===== config.mk =====
export PLATFORM = sky130hd
export DESIGN_NAME = flag_delimited_bit_deframer
export DESIGN_NICKNAME = d
export VERILOG_FILES = /design/src/rtl/fbd_pkg.sv /design/src/rtl/flag_delimited_bit_deframer.sv /design/src/rtl/fbd_edge_filter.sv
export SDC_FILE = /design/constraint.sdc
export NUM_CORES = 1
export LEC_CHECK = 0
export ABC_AREA = 1
export BUFFER_PORTS_ARGS = -buffer_cell sky130_fd_sc_hd__buf_2
export CAP_MARGIN = 30
export CORE_ASPECT_RATIO = 0.5
export CORE_MARGIN = 4
export CORE_UTILIZATION = 54
export CTS_BUF_LIST = sky130_fd_sc_hd__clkbuf_4
export DETAILED_ROUTE_END_ITERATION = 16
export PLACE_DENSITY_LB_ADDON = 0.2
export SYNTH_ARGS = -nofsm -noshare
export SYNTH_HDL_FRONTEND = slang
export SYNTH_HIERARCHICAL = 1
export SYNTH_SLANG_ARGS = --single-unit

===== constraint.sdc =====
create_clock -name clk -period 6.7 [get_ports clk]
set_input_delay 1.34 -clock clk [delete_from_list [all_inputs] [get_ports clk]]
set_output_delay 1.34 -clock clk [all_outputs]
set_load 0.02 [all_outputs]

===== src/rtl/fbd_pkg.sv =====
// Shared types and constants for the flag-delimited bit deframer.
// No dependencies; imported by every module of the block.
package fbd_pkg;

	localparam int DATA_W    = 8;
	localparam int GAP_W     = 16;
	localparam int TIME_W    = 32;
	localparam int OUT_IDX_W = 5;
	localparam int MAX_OUT   = 32;
	localparam int IN_TDATA_W  = 40;
	localparam int OUT_TDATA_W = 16;

	typedef enum logic [0:0] {
		CFG_MIN_GAP = 1'b0,
		CFG_FLAG    = 1'b1
	} cfg_reg_t;

	typedef enum logic [1:0] {
		ST_RUN,
		ST_READ,
		ST_SEND
	} state_t;

endpackage


===== src/rtl/flag_delimited_bit_deframer.sv =====
// Flag-delimited bit deframer: one bit per input transaction, bytes out on close.
// An input bit is processed in the cycle it is accepted. On a closing flag, the
// stored bytes leave one by one, each through a frame memory read, then the output
// register; no input is taken until the last byte transaction completes.
// Reset (arst_n low) clears all control state; the frame memory is not cleared.
// Depends on fbd_pkg and fbd_edge_filter.
module flag_delimited_bit_deframer
	import fbd_pkg::*;
#(
	parameter int FRAME_BYTES = 32
) (
	input  logic                   clk,
	input  logic                   arst_n,
	input  logic                   s_axis_tvalid,
	output logic                   s_axis_tready,
	input  logic [IN_TDATA_W-1:0]  s_axis_tdata,   // edge_time_us[31:0], bit_value, zero pad
	output logic                   m_axis_tvalid,
	input  logic                   m_axis_tready,
	output logic [OUT_TDATA_W-1:0] m_axis_tdata,   // frame_byte[7:0], byte_index[4:0], zero pad
	output logic                   m_axis_tlast,
	input  logic                   cfg_we,
	input  logic [0:0]             cfg_index,
	input  logic [GAP_W-1:0]       cfg_data
);

	localparam int AW    = $clog2(FRAME_BYTES);
	localparam int BCW   = $clog2(FRAME_BYTES * 8 + 1);
	localparam int NBW   = BCW - 3;
	localparam int NMAX  = (FRAME_BYTES < MAX_OUT) ? FRAME_BYTES : MAX_OUT;
	localparam int FBITS = FRAME_BYTES * 8;

	logic [GAP_W-1:0]  min_gap_q;
	logic [DATA_W-1:0] flag_pat_q;

	state_t state_q, state_d;

	logic              seen_q, seen_d;
	logic [DATA_W-1:0] flag_q, flag_d;
	logic              in_frame_q, in_frame_d;
	logic [BCW-1:0]    bit_cnt_q, bit_cnt_d;
	logic [DATA_W-1:0] byte_q, byte_d;
	logic [AW-1:0]     rd_idx_q, rd_idx_d;
	logic [AW-1:0]     last_q, last_d;

	logic [DATA_W-1:0] frame_mem [FRAME_BYTES];
	logic [DATA_W-1:0] rdata_q;

	logic              take;
	logic              pass;
	logic [TIME_W-1:0] edge_time;
	logic              bit_in;
	logic [DATA_W-1:0] flag_sh;
	logic              match;
	logic [BCW-1:0]    bit_cnt_inc;
	logic [NBW-1:0]    nbytes;
	logic [NBW-1:0]    nclamp;
	logic              wr_en;
	logic [AW-1:0]     wr_addr;
	logic [DATA_W-1:0] wr_data;

	assign edge_time = s_axis_tdata[TIME_W-1:0];
	assign bit_in    = s_axis_tdata[TIME_W];
	assign take      = s_axis_tvalid && s_axis_tready;

	fbd_edge_filter u_filter (
		.clk       (clk),
		.arst_n    (arst_n),
		.take      (take),
		.edge_time (edge_time),
		.min_gap   (min_gap_q),
		.pass      (pass)
	);

	always_ff @(posedge clk or negedge arst_n) begin
		if (!arst_n) begin
			min_gap_q  <= GAP_W'(10);
			flag_pat_q <= DATA_W'(126);
		end else if (cfg_we) begin
			unique case (cfg_index)
				CFG_MIN_GAP: min_gap_q  <= cfg_data;
				CFG_FLAG:    flag_pat_q <= cfg_data[DATA_W-1:0];
				default: ;
			endcase
		end
	end

	assign flag_sh     = {flag_q[DATA_W-2:0], bit_in};
	assign match       = (flag_sh == flag_pat_q);
	assign bit_cnt_inc = bit_cnt_q + BCW'(1);
	assign nbytes      = bit_cnt_inc[BCW-1:3];
	assign nclamp      = (nbytes > NBW'(NMAX)) ? NBW'(NMAX) : nbytes;
	assign wr_addr     = AW'(bit_cnt_q[BCW-1:3]);
	assign wr_data     = {bit_in, byte_q[DATA_W-1:1]};

	always_comb begin
		state_d    = state_q;
		seen_d     = seen_q;
		flag_d     = flag_q;
		in_frame_d = in_frame_q;
		bit_cnt_d  = bit_cnt_q;
		byte_d     = byte_q;
		rd_idx_d   = rd_idx_q;
		last_d     = last_q;
		wr_en      = 1'b0;
		s_axis_tready = 1'b0;
		m_axis_tvalid = 1'b0;
		unique case (state_q)
			ST_RUN: begin
				s_axis_tready = 1'b1;
				if (s_axis_tvalid && pass && (seen_q || !bit_in)) begin
					seen_d = 1'b1;
					flag_d = flag_sh;
					if (in_frame_q) begin
						byte_d    = wr_data;
						bit_cnt_d = bit_cnt_inc;
						wr_en     = (bit_cnt_q[2:0] == 3'd7);
						if (match) begin
							seen_d     = 1'b0;
							flag_d     = '0;
							in_frame_d = 1'b0;
							bit_cnt_d  = '0;
							if (nbytes != '0) begin
								rd_idx_d = '0;
								last_d   = AW'(nclamp - NBW'(1));
								state_d  = ST_READ;
							end
						end else if (bit_cnt_inc >= BCW'(FBITS)) begin
							seen_d     = 1'b0;
							flag_d     = '0;
							bit_cnt_d  = '0;
							in_frame_d = (flag_pat_q == '0);
						end
					end else if (match) begin
						in_frame_d = 1'b1;
					end
				end
			end
			ST_READ: begin
				state_d = ST_SEND;
			end
			ST_SEND: begin
				m_axis_tvalid = 1'b1;
				if (m_axis_tready) begin
					if (rd_idx_q == last_q) begin
						state_d = ST_RUN;
					end else begin
						rd_idx_d = rd_idx_q + AW'(1);
						state_d  = ST_READ;
					end
				end
			end
			default: state_d = ST_RUN;
		endcase
	end

	always_ff @(posedge clk or negedge arst_n) begin
		if (!arst_n) begin
			state_q    <= ST_RUN;
			seen_q     <= 1'b0;
			flag_q     <= '0;
			in_frame_q <= 1'b0;
			bit_cnt_q  <= '0;
			rd_idx_q   <= '0;
			last_q     <= '0;
		end else begin
			state_q    <= state_d;
			seen_q     <= seen_d;
			flag_q     <= flag_d;
			in_frame_q <= in_frame_d;
			bit_cnt_q  <= bit_cnt_d;
			rd_idx_q   <= rd_idx_d;
			last_q     <= last_d;
		end
	end

	always_ff @(posedge clk) begin
		byte_q <= byte_d;
	end

	always_ff @(posedge clk) begin
		if (wr_en) begin
			frame_mem[wr_addr] <= wr_data;
		end
	end

	always_ff @(posedge clk) begin
		if (state_q == ST_READ) begin
			rdata_q <= frame_mem[rd_idx_q];
		end
	end

	assign m_axis_tdata = {(OUT_TDATA_W - DATA_W - OUT_IDX_W)'(0), OUT_IDX_W'(rd_idx_q), rdata_q};
	assign m_axis_tlast = (rd_idx_q == last_q);

	a_no_overlap: assert property (@(posedge clk) disable iff (!arst_n)
		!(s_axis_tready && m_axis_tvalid))
		else $error("input taken while a byte is pending");

	a_resume: assert property (@(posedge clk) disable iff (!arst_n)
		(m_axis_tvalid && m_axis_tready && m_axis_tlast) |=> s_axis_tready)
		else $error("no return to input after last byte");

	a_idx_bound: assert property (@(posedge clk) disable iff (!arst_n)
		(state_q != ST_RUN) |-> (rd_idx_q <= last_q))
		else $error("read index beyond last byte");

	a_frame_open: assert property (@(posedge clk) disable iff (!arst_n)
		(state_q != ST_RUN) |-> (!in_frame_q && !seen_q && bit_cnt_q == '0))
		else $error("frame state not idle during byte transactions");

endmodule


===== src/rtl/fbd_edge_filter.sv =====
// Glitch filter: drops edges closer than the minimum gap to the last kept edge.
// Depends on fbd_pkg.
module fbd_edge_filter
	import fbd_pkg::*;
(
	input  logic              clk,
	input  logic              arst_n,
	input  logic              take,
	input  logic [TIME_W-1:0] edge_time,
	input  logic [GAP_W-1:0]  min_gap,
	output logic              pass
);

	logic [TIME_W-1:0] last_edge_q;
	logic [TIME_W-1:0] delta;

	assign delta = edge_time - last_edge_q;
	assign pass  = !(delta < TIME_W'(min_gap));

	always_ff @(posedge clk or negedge arst_n) begin
		if (!arst_n) begin
			last_edge_q <= '0;
		end else if (take && pass) begin
			last_edge_q <= edge_time;
		end
	end

endmodule

### Word-level counts from Yosys, hierarchy flattened

Memories as Yosys holds them, arrays and structs flattened. A register that Yosys moved wholly into a read port is not among the register bits.
Index checks and enable logic that the tools add are counted.

* equality and inequality tests: 11
* reduce and logical (&&, ||, !) cells: 18
* add/subtract/negate cells: 4
* mux-type cells: 34
* bitwise gates (word level): 1
* order comparisons: 3

Operators with widths (count)
* $mux 5: 7
* $lt 32x16->1: 1
* $sub 32x32->32: 1
* $mux 7: 3
* $mux 9: 2
* $mux 1: 15
* $ne 2x2->1 const B: 6
* $mux 2: 5
* $pmux 5 s2: 1
* $reduce_and 5->1: 2
* $add 9x1->9 const B: 1
* $ge 9x9->1 const B: 1
* $eq 8x8->1: 1
* $logic_not 8->1: 1
* $reduce_and 7->1: 1
* $gt 6x6->1 const B: 1
* $pmux 2 s3: 1
* $reduce_and 2->1: 3
* $reduce_bool 6->1: 1
* $add 5x1->5 const B: 1
* $eq 5x5->1: 1
* $sub 5x1->5 const B: 1
* $logic_and 1x1->1: 4
* $eq 3x3->1 const B: 1
* other kinds (8): 9

* bits in registers: 94
* memories: 1
* output and inout port bits: 19
* bits in writable memories: 256

Memory list
* frame_mem: depth 32, width 8, read ports 1, clocked after Yosys merged registers in 1, wr ports 1, line flag_delimited_bit_deframer.sv:45 `logic [DATA_W-1:0] frame_mem [FRAME_BYTES];`

### Depth between registers and ports, before layout

Gate-level depths: netlist of run 1.

* depth after elaboration: 9
* mapped depth: 26
* mapped depth without buffers: 25

### Cells and area by module

Netlist of run 1, hierarchy kept.

By module, submodules not included
* flag_delimited_bit_deframer: cells each 1140, area an instance 13486.7 um^2, times used 1
* fbd_edge_filter: cells each 773, area an instance 4312.9 um^2, times used 1

### Worst setup path before layout of run 1

Ideal clock, no wire load.

* kind: input to register
* from: input s_axis_tdata[0]
* to: memory frame_mem[28][0] (enable)
* stages on the path: 21
* path buffers: 1
* path slack: 1858 ps
* arrival time: 4472 ps
* setup time: 370 ps
* required time: 6330 ps
* path through: inv_1 > ha_1 > fa_1 > inv_1 > nand3_1 > nand3_1 > nand3_1 > nand3_1 > xor2_1 > ha_1 > nand4_1 > o221ai_1 > a21oi_1 > nand3_2 > buf_2 > nand3_1 > nor2_2 > inv_2 > nor2_4 > nand3_2 > nor2_1

* cells in the longest elaborated chain, start to end: 9

RTL lines
* start, declared: line flag_delimited_bit_deframer.sv:16 `input logic [IN_TDATA_W-1:0] s_axis_tdata,`
* $sub 32x32->32: line fbd_edge_filter.sv:17 `assign delta = edge_time - last_edge_q;`
* $lt 32x16->1: line fbd_edge_filter.sv:18 `assign pass = !(delta < TIME_W'(min_gap));`
* $logic_not 1->1: line fbd_edge_filter.sv:18
* named net pass: line flag_delimited_bit_deframer.sv:49 `logic pass;`
* $logic_and 1x1->1 (2 in series): line flag_delimited_bit_deframer.sv:110 `if (s_axis_tvalid && pass && (seen_q || !bit_in)) begin`
* $mux 1: line flag_delimited_bit_deframer.sv:110
* $mux 1: line flag_delimited_bit_deframer.sv:107 `unique case (state_q)`
* $mux 1: line flag_delimited_bit_deframer.sv:181 `if (wr_en) begin`
* $mux 1 (implied by the code): line flag_delimited_bit_deframer.sv:182 `frame_mem[wr_addr] <= wr_data;`
* end, declared: line flag_delimited_bit_deframer.sv:45

The timed path passes the listed nets, and every way through them passes these cells.

### Worst setup path after layout of run 1

* from: input s_axis_tdata[0]
* to: memory frame_mem[12][5] (enable)

Same word-level chain as after synthesis.

==> metrics, run 1 <==
Hold Violations, Final=0; Pre-antenna DRT Iters=6; postcts setup bufs=0; Switching Fraction=around two fifths; Max IR drop VDD=229 µV; die extent in y=136 µm; largest net degree at the start of global routing=76; Buffers on Ports=70; total power=~0.0073 W; crit path time final=roughly 5.1 ns; # rows=46; Core ar.=0.0321 mm²; DRT Wirelength=just over 40 mm; fin area=between 0.015 and 0.02 mm²; global placement routability congestion=a little over 0.9; htree depth=3; CTS max path bufs=3; top cell type's share of synthesized area=between 40% and 50%; slew of the pin with the lowest slew margin=roughly 0.95 ns; Startpoint Class=primary input; Initial Util=55.5%; register bit total from synthesis=around 360; NumNets Final=2140; Root Driver=clkbuf_4; TritonCTS clock tree=done; Hold Path Class=reg -> reg; # DRC=0; Worst-Skew Late Latency=0.79 ns; clk_skew=between 0.07 and 0.08 ns; Die W=about 260 µm; post-route setup TNS=0 ns; Vias=~13000; post-route ant nets=0; combinational power share=36.7%; Synth cell types=48; ys async rst share=24.1%; Max Cap Viol=0; Worst EP arrival=approximately 5.5 ns; Synth warnings=6; NetSw=about 0.0028 W; Area growth syn-to-layout=10.8%; Cell Int Power=0.00449 W; Final period util=approximately three quarters; CTS sink cnt=about 360; Max FO, Critical Path=18; power per cell area=roughly 370 mW/mm²; top post-synthesis cells by area=edfxtp_1, dfrtp_1, nand2_1, nor2_1, inv_1; Post-Place Worst Slack=0.840 ns; DRT iter0 DRCs=between 1000 and 1500; Setup WS post-layout=approximately 1.6 ns; Yosys top cell by area=edfxtp_1; die area=between 0.03 and 0.04 mm²; Pins Over Slew Limit=0; Util after Layout=61.5%; most frequent cells in the layout=nand2_1, nor2_1, edfxtp_1; post-synthesis sequential area ratio=just under 60%; Main synth FF type=edfxtp_1; Post-synth EDFFs=about 270; clock buffer count from CTS=82; unrepaired setup endpoints after global routing=no; final setup fails=0; Clk pwr share=24.9%; initial antenna violation count=1; Post-DP HPWL=between 20 and 30 mm; Avg Cell Area, Syn=between 9 and 10 µm²; global-route wire length before repair=approximately 66 mm; status=finished clean; Area after DPL=~0.019 mm²; DR WL/cell=16.4 µm; Seq pwr share=a little under two fifths; cts repair resizes=0; Data required, critical path=roughly 7.1 ns; Slew headroom=roughly 36%; commonest non-fill, non-tap cell in the layout=nand2_1; mapped cell area=~0.018 mm²; CTS clk-pin slew, worst paths=approximately 0.06 ns; Avg Vias per Cell=~5.3; layout cell share with drive strength beyond 1=between 10 and 15%; CP Class=in -> reg; Leak=approximately 8.6 nW; Syn Inst Count=approximately 1900; total track usage=between 20% and 30%; I/O pin count=around 80; fmax=about 200 MHz; hold_buf cts=0; GR Overflow Total=0; Worst setup EP type=flop; vias in the first global route=about 13000
sequential cells by signal (all words and copies together), names as in the netlist:
register              count
rd_idx_q                  5
rdata_q                   8
last_q                    5
flag_q                    7
min_gap_q                16
in_frame_q                1
flag_pat_q                8
state_q                   2
frame_mem               256
bit_cnt_q                 9
seen_q                    1
u_filter/last_edge_q     32
byte_q                    7
stage by stage:
step                      cells  hold WS [ns]
after global routing       2523         0.490
after CTS                  2521         0.468
after floorplan            1915         0.442
final                      2523         0.469
after global placement     2368         0.454
after detailed placement   2374         0.459
power groups by stage:
stage,sequential [W],clock (W),combinational [W]
CTS,0.00281,0.00186,0.00268
global route,0.00285,0.00198,0.00308
global placement,0.00287,0,0.00259
floorplan,0.00278,0,0.00207
detailed placement,0.00286,0,0.00267
finish,0.00281,0.00183,0.00269
layout make-up:
type	count	area, µm²
timing repair buffer	92	608
tap	432	541
fill	2688	12300
antenna	1	2.50
clock inverter	18	140
multi-input combinational	1251	6240
clock buffer	129	968
sequential	357	10300
inverter	243	916
synth_stat cells (2+ instances only):
| master | number |
|---|---|
| o31ai_1 | 4 |
| buf_2 | 30 |
| nand2_1 | 456 |
| buf_6 | 5 |
| mux2_2 | 8 |
| inv_2 | 8 |
| o22ai_1 | 30 |
| and2_1 | 2 |
| nor3_2 | 2 |
| dfrtp_1 | 78 |
| nor2_2 | 6 |
| edfxtp_1 | 271 |
| o21ai_0 | 125 |
| nor2_4 | 3 |
| clkinv_1 | 2 |
| nand2_2 | 11 |
| xor2_1 | 21 |
| o211ai_1 | 14 |
| xnor2_1 | 4 |
| clkbuf_1 | 16 |
| buf_1 | 4 |
| dfstp_2 | 8 |
| mux2i_1 | 16 |
| a21oi_1 | 35 |
| nor4_1 | 2 |
| nor3_1 | 5 |
| nand3_1 | 102 |
| nand2_4 | 4 |
| nand3_2 | 5 |
| nand4_1 | 15 |
| buf_4 | 9 |
| ha_1 | 50 |
| o32ai_1 | 21 |
| inv_1 | 231 |
| nor2_1 | 297 |
final timing paths:
kind	start	endpoint	slack, ns	cells past startpoint
max in group asynchronous	arst_n	rd_idx_q[0]	5.08	2
min in group asynchronous	arst_n	u_filter/last_edge_q[19]	0.54	1
hold reg to reg	u_filter/last_edge_q[27]	u_filter/last_edge_q[27]	0.47	2
setup / recovery	s_axis_tdata[0]	frame_mem[12][5]	1.60	24
hold / removal	u_filter/last_edge_q[27]	u_filter/last_edge_q[27]	0.47	2
setup reg to reg	u_filter/last_edge_q[0]	frame_mem[12][5]	1.94	22
routing by layer:
metal | track usage (%) | part of all wire, %
met1 | 31.5 | 44
met2 | 37.2 | 46
met3 | 4.67 | 6.9
met4 | 8.73 | 3.0
met5 | 0 | 0
logic make-up (layout without fill, tap and decap cells):
logic type / Yosys count / in the layout / synth area share (%)
muxes: 24 / 24 / 1.41
AOI/OAI and AO/OA: 235 / 235 / 7.58
DFF: 357 / 357 / 57.9
buffers and inverters: 307 / 482 / 7.11
other: 1 / 4 / 0.0211
adders and majority gates: 51 / 51 / 3.63
xor gates and xnor gates: 25 / 25 / 1.23
and+or+nand+nor: 913 / 913 / 21.2
critical path: stages:
cell and delay, ns:
buf_2 0.09, inv_1 0.04, ha_1 0.22, fa_1 0.41
inv_1 0.14, nand3_1 0.08, nand3_1 0.18, nand2_1 0.08
nand2_1 0.15, xor2_1 0.22, ha_1 0.18, a21oi_1 0.06
nor2_1 0.08, a211oi_1 0.05, o221ai_1 0.15, a21oi_1 0.08
nand3_2 0.10, nand3_1 0.15, nor2_2 0.13, buf_4 0.25
inv_2 0.09, nor2_4 0.16, nand3_2 0.28, nor2_1 0.77
Power figures use the tool's default switching activity.
==> run 2, diff against run 1 <==
clock period = 4.3 ns   (was 6.7 ns; I/O delays follow)
==> run 2 against run 1 <==
Net effect:
- die area stayed put
- non-clock buffer count is 85 higher
- highest routed layer unchanged
- global-route usage is 0.37 points higher
- largest power group is now combinational logic
- clock skew is 0.017 ns lower
==> metrics, run 2 (same netlist as run 1, synthesis figures left out) <==
Data required, critical path=4.72 ns (was 7.09 ns); Clk pwr share=23.5% (was 24.9%); crit path time final=3.81 ns; Seq pwr share=37.4% (was 38.4%); Crit path max-delay family=simple AND/OR/NAND/NOR gates (unchanged); fmax=between 200 and 300 MHz; Core ar.=0.0321 mm² (unchanged); largest reg by FF count=frame_mem (unchanged); Buffers on Ports=70 (unchanged); NetSw=0.00447 W (was 0.00283 W); Pre-antenna DRT Iters=5 (was 6); most frequent cells in the layout=nand2_1, nor2_1, edfxtp_1 (unchanged); RR Endpoint=frame_mem[1][2] (was frame_mem[12][5]); total track usage=23.5% (was 23.1%); NumNets Final=2223 (was 2140); Non-Filler Instances=2606 (was 2523); CP bufs+invs=4 (was 5); Inst Count DP=2460 (was 2374); commonest non-fill, non-tap cell in the layout=nand2_1 (unchanged); FF-to-FF Start=u_filter/last_edge_q[0] (unchanged); max reg flops=256 (unchanged); Cell Int Power=0.00724 W (was 0.00449 W); Post-DP HPWL=28.3 mm (was 27.1 mm); postcts setup bufs=0 (unchanged); Hold Violations, Final=0 (unchanged); WHS=0.199 ns (was 0.469 ns); vias in the first global route=12700 (about the same); CTS max path bufs=3 (unchanged); largest net degree at the start of global routing=112 (was 76); Slew headroom=39.5% (was 36.2%); Startpoint Class=flop (was primary input); Pins Over Slew Limit=0 (unchanged); # rows=46 (unchanged); clock buffer count from CTS=80 (was 82); CP peak stage delay=0.39 ns (was 0.77 ns); Leak=9.04 nW (was 8.61 nW); htree depth=3 (unchanged); Final period util=88.5%; Max Cap Viol=0 (unchanged); final setup fails=0 (unchanged); Vias=13600 (was 13400); initial antenna violation count=1 (unchanged); DR WL/cell=15.9 µm (was 16.4 µm); global-route wire length before repair=66.2 mm (was 65.6 mm); die extent in y=136 µm (unchanged); clk_skew=0.0544 ns (was 0.0715 ns); Initial Util=55.5% (unchanged); Worst EP arrival=4.23 ns (was 5.49 ns); Hold Path Class=in -> async (was reg -> reg); Area growth syn-to-layout=14.6% (was 10.8%); unrepaired setup endpoints after global routing=no (unchanged); Avg Vias per Cell=5.21 (was 5.32); DRT Wirelength=41.4 mm (was 41.3 mm); slew of the pin with the lowest slew margin=0.904 ns (was 0.954 ns); DRT iter0 DRCs=1053 (was 1288); GR Overflow Total=0 (unchanged); Switching Fraction=38.2% (was 38.7%); Worst setup EP type=flop (unchanged); fin area=0.0204 mm² (was 0.0197 mm²); post-route ant nets=0 (unchanged); biggest regs=frame_mem: 256 flops, u_filter/last_edge_q: 32 flops, min_gap_q: 16 flops (unchanged); hold_buf cts=0 (unchanged); Slowest cell on crit path=fa_1 (was nor2_1); reg2reg path depth=23 (was 22); Die W=265 µm (unchanged); total power=0.0117 W (was 0.00733 W); Max IR drop VDD=311 µV (was 229 µV); status=finished clean (unchanged); I/O pin count=81 (unchanged); cts repair resizes=0 (unchanged); TritonCTS clock tree=done (unchanged); Worst-Skew Late Latency=0.75 ns (was 0.79 ns); Max FO, Critical Path=8 (was 18); global placement routability congestion=0.898 (was 0.935); Worst R2R Setup Slack=0.49 ns (was 1.94 ns); CP Class=reg -> reg (was in -> reg); Root Driver=clkbuf_4 (unchanged); power per cell area=574 mW/mm² (was 371 mW/mm²); post-route setup TNS=0 ns (unchanged); CP Cell Sequence=ha_1, fa_1, inv_1, nand3_1, nand3_1, nand2_1, nand2_1, xor2_1, ha_1, a21oi_1, nor2_1, a211oi_1, o221ai_1, a21oi_1, nand3_2, nand3_1, nor2_2, inv_2, nor2_4, nand3_2, buf_12, nor2_1, buf_4 (was buf_2, inv_1, ha_1, fa_1, inv_1, nand3_1, nand3_1, nand2_1, nand2_1, xor2_1, ha_1, a21oi_1, nor2_1, a211oi_1, o221ai_1, a21oi_1, nand3_2, nand3_1, nor2_2, buf_4, inv_2, nor2_4, nand3_2, nor2_1); CTS sink cnt=357 (unchanged); layout cell share with drive strength beyond 1=17.6% (was 13.9%); combinational power share=39.1% (was 36.7%); CP dominant cell by count=nand3_1 (unchanged); Area after DPL=0.0193 mm² (was 0.0186 mm²); # DRC=0 (unchanged); CTS clk-pin slew, worst paths=0.07 ns (was 0.06 ns); die area=0.0361 mm² (unchanged)
==> run 2: power by group through the flow <==
stage	Clock (W)	Combinational, W	Sequential (W)
5_1_grt	0.00303	0.00519	0.00444
2_1_floorplan	0	0.00324	0.00433
6_report	0.00275	0.00458	0.00439
3_3_place_gp	0	0.00445	0.00446
4_1_cts	0.00282	0.00458	0.00438
3_5_place_dp	0	0.00456	0.00445
==> run 2: metal layers <==
metal	vias to the layer above	wire length (µm)	global-route usage [%]
met2	377	18900	37.5
met5	-	0	0
met1	6352	18600	32.3
met3	64	2890	5.37
met4	0	952	7.65
li1	6777	-	-
==> run 2: how the worst max path moves through the flow <==
| stage | startpoint | to | slack, ns | cells past startpoint |
|---|---|---|---|---|
| floorplan | s_axis_tdata[0] | frame_mem[28][0] | -0.06 | 21 |
| global placement | s_axis_tdata[0] | frame_mem[5][2] | -0.06 | 25 |
| detailed placement | s_axis_tdata[0] | frame_mem[29][6] | -0.16 | 25 |
| CTS | u_filter/last_edge_q[0] | frame_mem[29][1] | 0.48 | 23 |
| global route | u_filter/last_edge_q[0] | frame_mem[14][0] | 0.09 | 23 |
| finish | u_filter/last_edge_q[0] | frame_mem[1][2] | 0.49 | 23 |
==> run 2: stage by stage <==
step	util [%]	worst slack, ns
CTS	63.6	0.480
floorplan	-	-0.0619
global route	63.7	0.0885
detailed placement	60.3	-0.162
finish	63.7	0.492
global placement	59.9	-0.0596
==> run 2: layout make-up <==
type	count	area [µm²]
Timing Repair Buffer	177	1310
Clock inverter	10	77.6
Clock buffer	132	991
Fill cell	2660	11700
Multi-Input combinational cell	1251	6260
Inverter	243	916
Antenna cell	4	10.0
Tap cell	432	541
Sequential cell	357	10300
==> run 3, diff against run 2 <==
ABC_AREA = unset   (was 1)
SKIP_CTS_REPAIR_TIMING = 1   (was unset)
==> run 3 against run 2 <==
Net effect:
- the run now ends with negative setup slack left
- synthesized area fell by 2.3%
- first-iteration DRC count shrank 2.4%
- sequential share of layout area is 1.9 points lower
- non-clock buffer count up 107
- fmax down 21%
- synthesized cell count shrank 35%
- sequential power is 5.5% lower
- setup slack got worse by 1.0 ns
- critical endpoint is now frame_mem[9][5]
- highest routed layer is now met5
==> metrics, run 3 <==
Post-synth EDFFs=271 (unchanged); post-route ant nets=0 (unchanged); Final period util=112% (was 88.5%); final setup fails=292 (was 0); Initial Util=54.9% (was 55.5%); fmax=208 MHz (was 263 MHz); # DRC=0 (unchanged); GR Overflow Total=0 (unchanged); post-synthesis sequential area ratio=59.2% (was 57.9%); # rows=46 (unchanged); NetSw=0.00341 W (was 0.00447 W); CP Class=reg -> reg (unchanged); Slowest cell on crit path=or4_4 (was fa_1); CTS sink cnt=357 (unchanged); wire length on met2=21.0 mm (was 18.9 mm); clk_skew=0.0645 ns (was 0.0544 ns); Avg Cell Area, Syn=14.1 µm² (was 9.30 µm²); crit path time final=4.80 ns (was 3.81 ns); clock buffer count from CTS=81 (was 80); global placement routability congestion=0.916 (was 0.898); most frequent cells after synthesis=edfxtp_1, nor2_1, mux4_2 (was nand2_1, nor2_1, edfxtp_1); DRT iter0 DRCs=1028 (was 1053); I/O pin count=81 (unchanged); Yosys top cell by area=edfxtp_1 (unchanged); Worst-Skew Late Latency=0.79 ns (was 0.75 ns); DR WL/cell=21.6 µm (was 15.9 µm); Switching Fraction=32.5% (was 38.2%); CP peak stage delay=0.57 ns (was 0.39 ns); CTS clk-pin slew, worst paths=0.07 ns (about the same); Hold Violations, Final=0 (unchanged); Pre-antenna DRT Iters=7 (was 5); Startpoint Class=flop (unchanged); CP Cell Sequence=buf_4, buf_4, fa_2, nand2b_4, a21oi_4, o21ai_4, o21ba_4, xnor2_1, ha_1, a21o_1, a21o_1, a211oi_2, o2111a_1, o2111ai_2, nor4_2, o211ai_1, or4_4, nand4_1, inv_2, nand4b_1, buf_12, nor2_4 (was ha_1, fa_1, inv_1, nand3_1, nand3_1, nand2_1, nand2_1, xor2_1, ha_1, a21oi_1, nor2_1, a211oi_1, o221ai_1, a21oi_1, nand3_2, nand3_1, nor2_2, inv_2, nor2_4, nand3_2, buf_12, nor2_1, buf_4); DR top layer=met5 (was met4); most frequent cells in the layout=edfxtp_1, buf_4, clkbuf_4 (was nand2_1, nor2_1, edfxtp_1); commonest non-fill, non-tap cell in the layout=edfxtp_1 (was nand2_1); Main synth FF type=edfxtp_1 (unchanged); initial antenna violation count=3 (was 1); Max Cap Viol=0 (unchanged); Inst Count DP=1858 (was 2460); Post-DP HPWL=29.5 mm (was 28.3 mm); top-count cell post-synth=edfxtp_1 (was nand2_1); biggest regs=frame_mem: 256 flops, u_filter/last_edge_q: 32 flops, min_gap_q: 16 flops (unchanged); power per cell area=494 mW/mm² (was 574 mW/mm²); CTS max path bufs=3 (unchanged); status=complete, but fails checks (was finished clean); Worst EP arrival=5.30 ns (was 4.23 ns); Max IR drop VDD=338 µV (was 311 µV); Die W=262 µm (was 265 µm); NumNets Final=1640 (was 2223); met3 WL=3.82 mm (was 2.89 mm); Core ar.=0.0317 mm² (was 0.0321 mm²); Hold Path Class=in -> async (unchanged); Synth warnings=6 (unchanged); Crit path max-delay family=compound AO/OA/AOI/OAI gates (was simple AND/OR/NAND/NOR gates); total power=0.0105 W (was 0.0117 W); Clk pwr share=25.8% (was 23.5%); CP bufs+invs=4 (unchanged); Seq pwr share=39.6% (was 37.4%); top cell type's share of synthesized area=46.8% (was 45.7%); Data required, critical path=4.80 ns (was 4.72 ns); Pins Over Slew Limit=0 (unchanged); Avg Vias per Cell=6.00 (was 5.21); mapped cell area=0.0174 mm² (was 0.0178 mm²); top post-synthesis cells by area=edfxtp_1, dfrtp_1, mux4_2, ha_1, nor2_1 (was edfxtp_1, dfrtp_1, nand2_1, nor2_1, inv_1); Worst setup EP type=flop (unchanged); global-route wire length before repair=67.5 mm (was 66.2 mm); Util after Layout=66.9% (was 63.7%); layout cell share with drive strength beyond 1=39.2% (was 17.6%); Setup WS post-layout=-0.505 ns (was 0.492 ns); Slew headroom=32.8% (was 39.5%); vias in the first global route=12100 (was 12700); DRT Wirelength=43.7 mm (was 41.4 mm); register bit total from synthesis=357 (unchanged); Leak=8.22 nW (was 9.04 nW); largest reg by FF count=frame_mem (unchanged); unrepaired setup endpoints after global routing=yes (was no); Non-Filler Instances=2017 (was 2606); combinational power share=34.6% (was 39.1%); failing checks=negative setup slack; max reg flops=256 (unchanged); fin area=0.0212 mm² (was 0.0204 mm²); M1 WL=18.1 mm (was 18.6 mm); ys async rst share=24.1% (unchanged); Max FO, Critical Path=8 (unchanged); Area after DPL=0.0197 mm² (was 0.0193 mm²); htree depth=3 (unchanged); Buffers on Ports=70 (unchanged); Cell Int Power=0.00707 W (was 0.00724 W); Root Driver=clkbuf_4 (unchanged); total track usage=25.1% (was 23.5%); Area growth syn-to-layout=21.9% (was 14.6%); slew of the pin with the lowest slew margin=1.01 ns (was 0.904 ns); largest net degree at the start of global routing=66 (was 112); Synth cell types=77 (was 48); Vias=12100 (was 13600); die area=0.0353 mm² (was 0.0361 mm²); WHS=0.129 ns (was 0.199 ns); Syn Inst Count=1234 (was 1913); die extent in y=135 µm (was 136 µm); TritonCTS clock tree=done (unchanged)
-- run 3: routing by layer --
metal | global-route usage [%] | vias to the layer above
met2 | 40.4 | 561
li1 | - | 5472
met4 | 6.22 | 2
met1 | 34.5 | 6008
met3 | 6.84 | 69
met5 | 0 | -
-- run 3: final timing paths --
check                           depth (start not counted)                     from  slack [ns]                       end
worst max-delay path                                   22  u_filter/last_edge_q[1]       -0.50           frame_mem[9][5]
worst min-delay path                                    1                   arst_n        0.13  u_filter/last_edge_q[23]
worst max register to register                         22  u_filter/last_edge_q[1]       -0.50           frame_mem[9][5]
worst min register to register                          1            min_gap_q[15]        0.48             min_gap_q[15]
max in group asynchronous                               2                   arst_n        3.19             flag_pat_q[4]
min in group clk                                        2             cfg_data[10]        0.29             min_gap_q[10]
-- run 3: logic make-up after synthesis --
logic type,synth area share [%]
AO/OA/AOI/OAI,9.86
XOR/XNOR,2.06
adder cells (fa/ha/maj),3.71
buffers and inverters,3.50
flip-flops,59.2
multiplexers,12.8
other,0.0216
AND/OR/NAND/NOR,8.85
-- run 3: power groups by stage --
stage          clock (W)  combinational (W)  sequential, W
2_1_floorplan          0            0.00239        0.00409
3_3_place_gp           0            0.00343        0.00421
3_5_place_dp           0            0.00350        0.00422
4_1_cts          0.00276            0.00351        0.00415
5_1_grt          0.00297            0.00390        0.00419
6_report         0.00270            0.00363        0.00415
-- run 3: worst register-to-register path: stages, from the launching register on --
cell and delay, ns:
dfrtp_1 0.38, buf_4 0.13, buf_4 0.13, fa_2 0.35, nand2b_4 0.16, a21oi_4 0.15, o21ai_4 0.08, o21ba_4 0.23
xnor2_1 0.12, ha_1 0.19, a21o_1 0.19, a21o_1 0.17, a211oi_2 0.18, o2111a_1 0.22, o2111ai_2 0.12, nor4_2 0.19
o211ai_1 0.16, or4_4 0.57, nand4_1 0.17, inv_2 0.11, nand4b_1 0.18, buf_12 0.21, nor2_4 0.10
-- run 3: area by class of cell --
class	instances	area, µm²
Antenna cell	2	5.00
Clock buffer	125	938
Clock inverter	14	93.8
Fill cell	2225	10500
Inverter	61	229
Multi-Input combinational cell	742	6980
Sequential cell	357	10300
Tap cell	432	541
Timing Repair Buffer	284	2110
-- run 3: stage by stage --
stage	setup TNS [ns]	worst slack [ns]
final	-127.13	-0.505
after global routing	-192.90	-0.735
after CTS	-172.44	-0.750
after detailed placement	-351.80	-1.35
after global placement	-289.67	-1.04
after floorplan	-175.81	-0.676
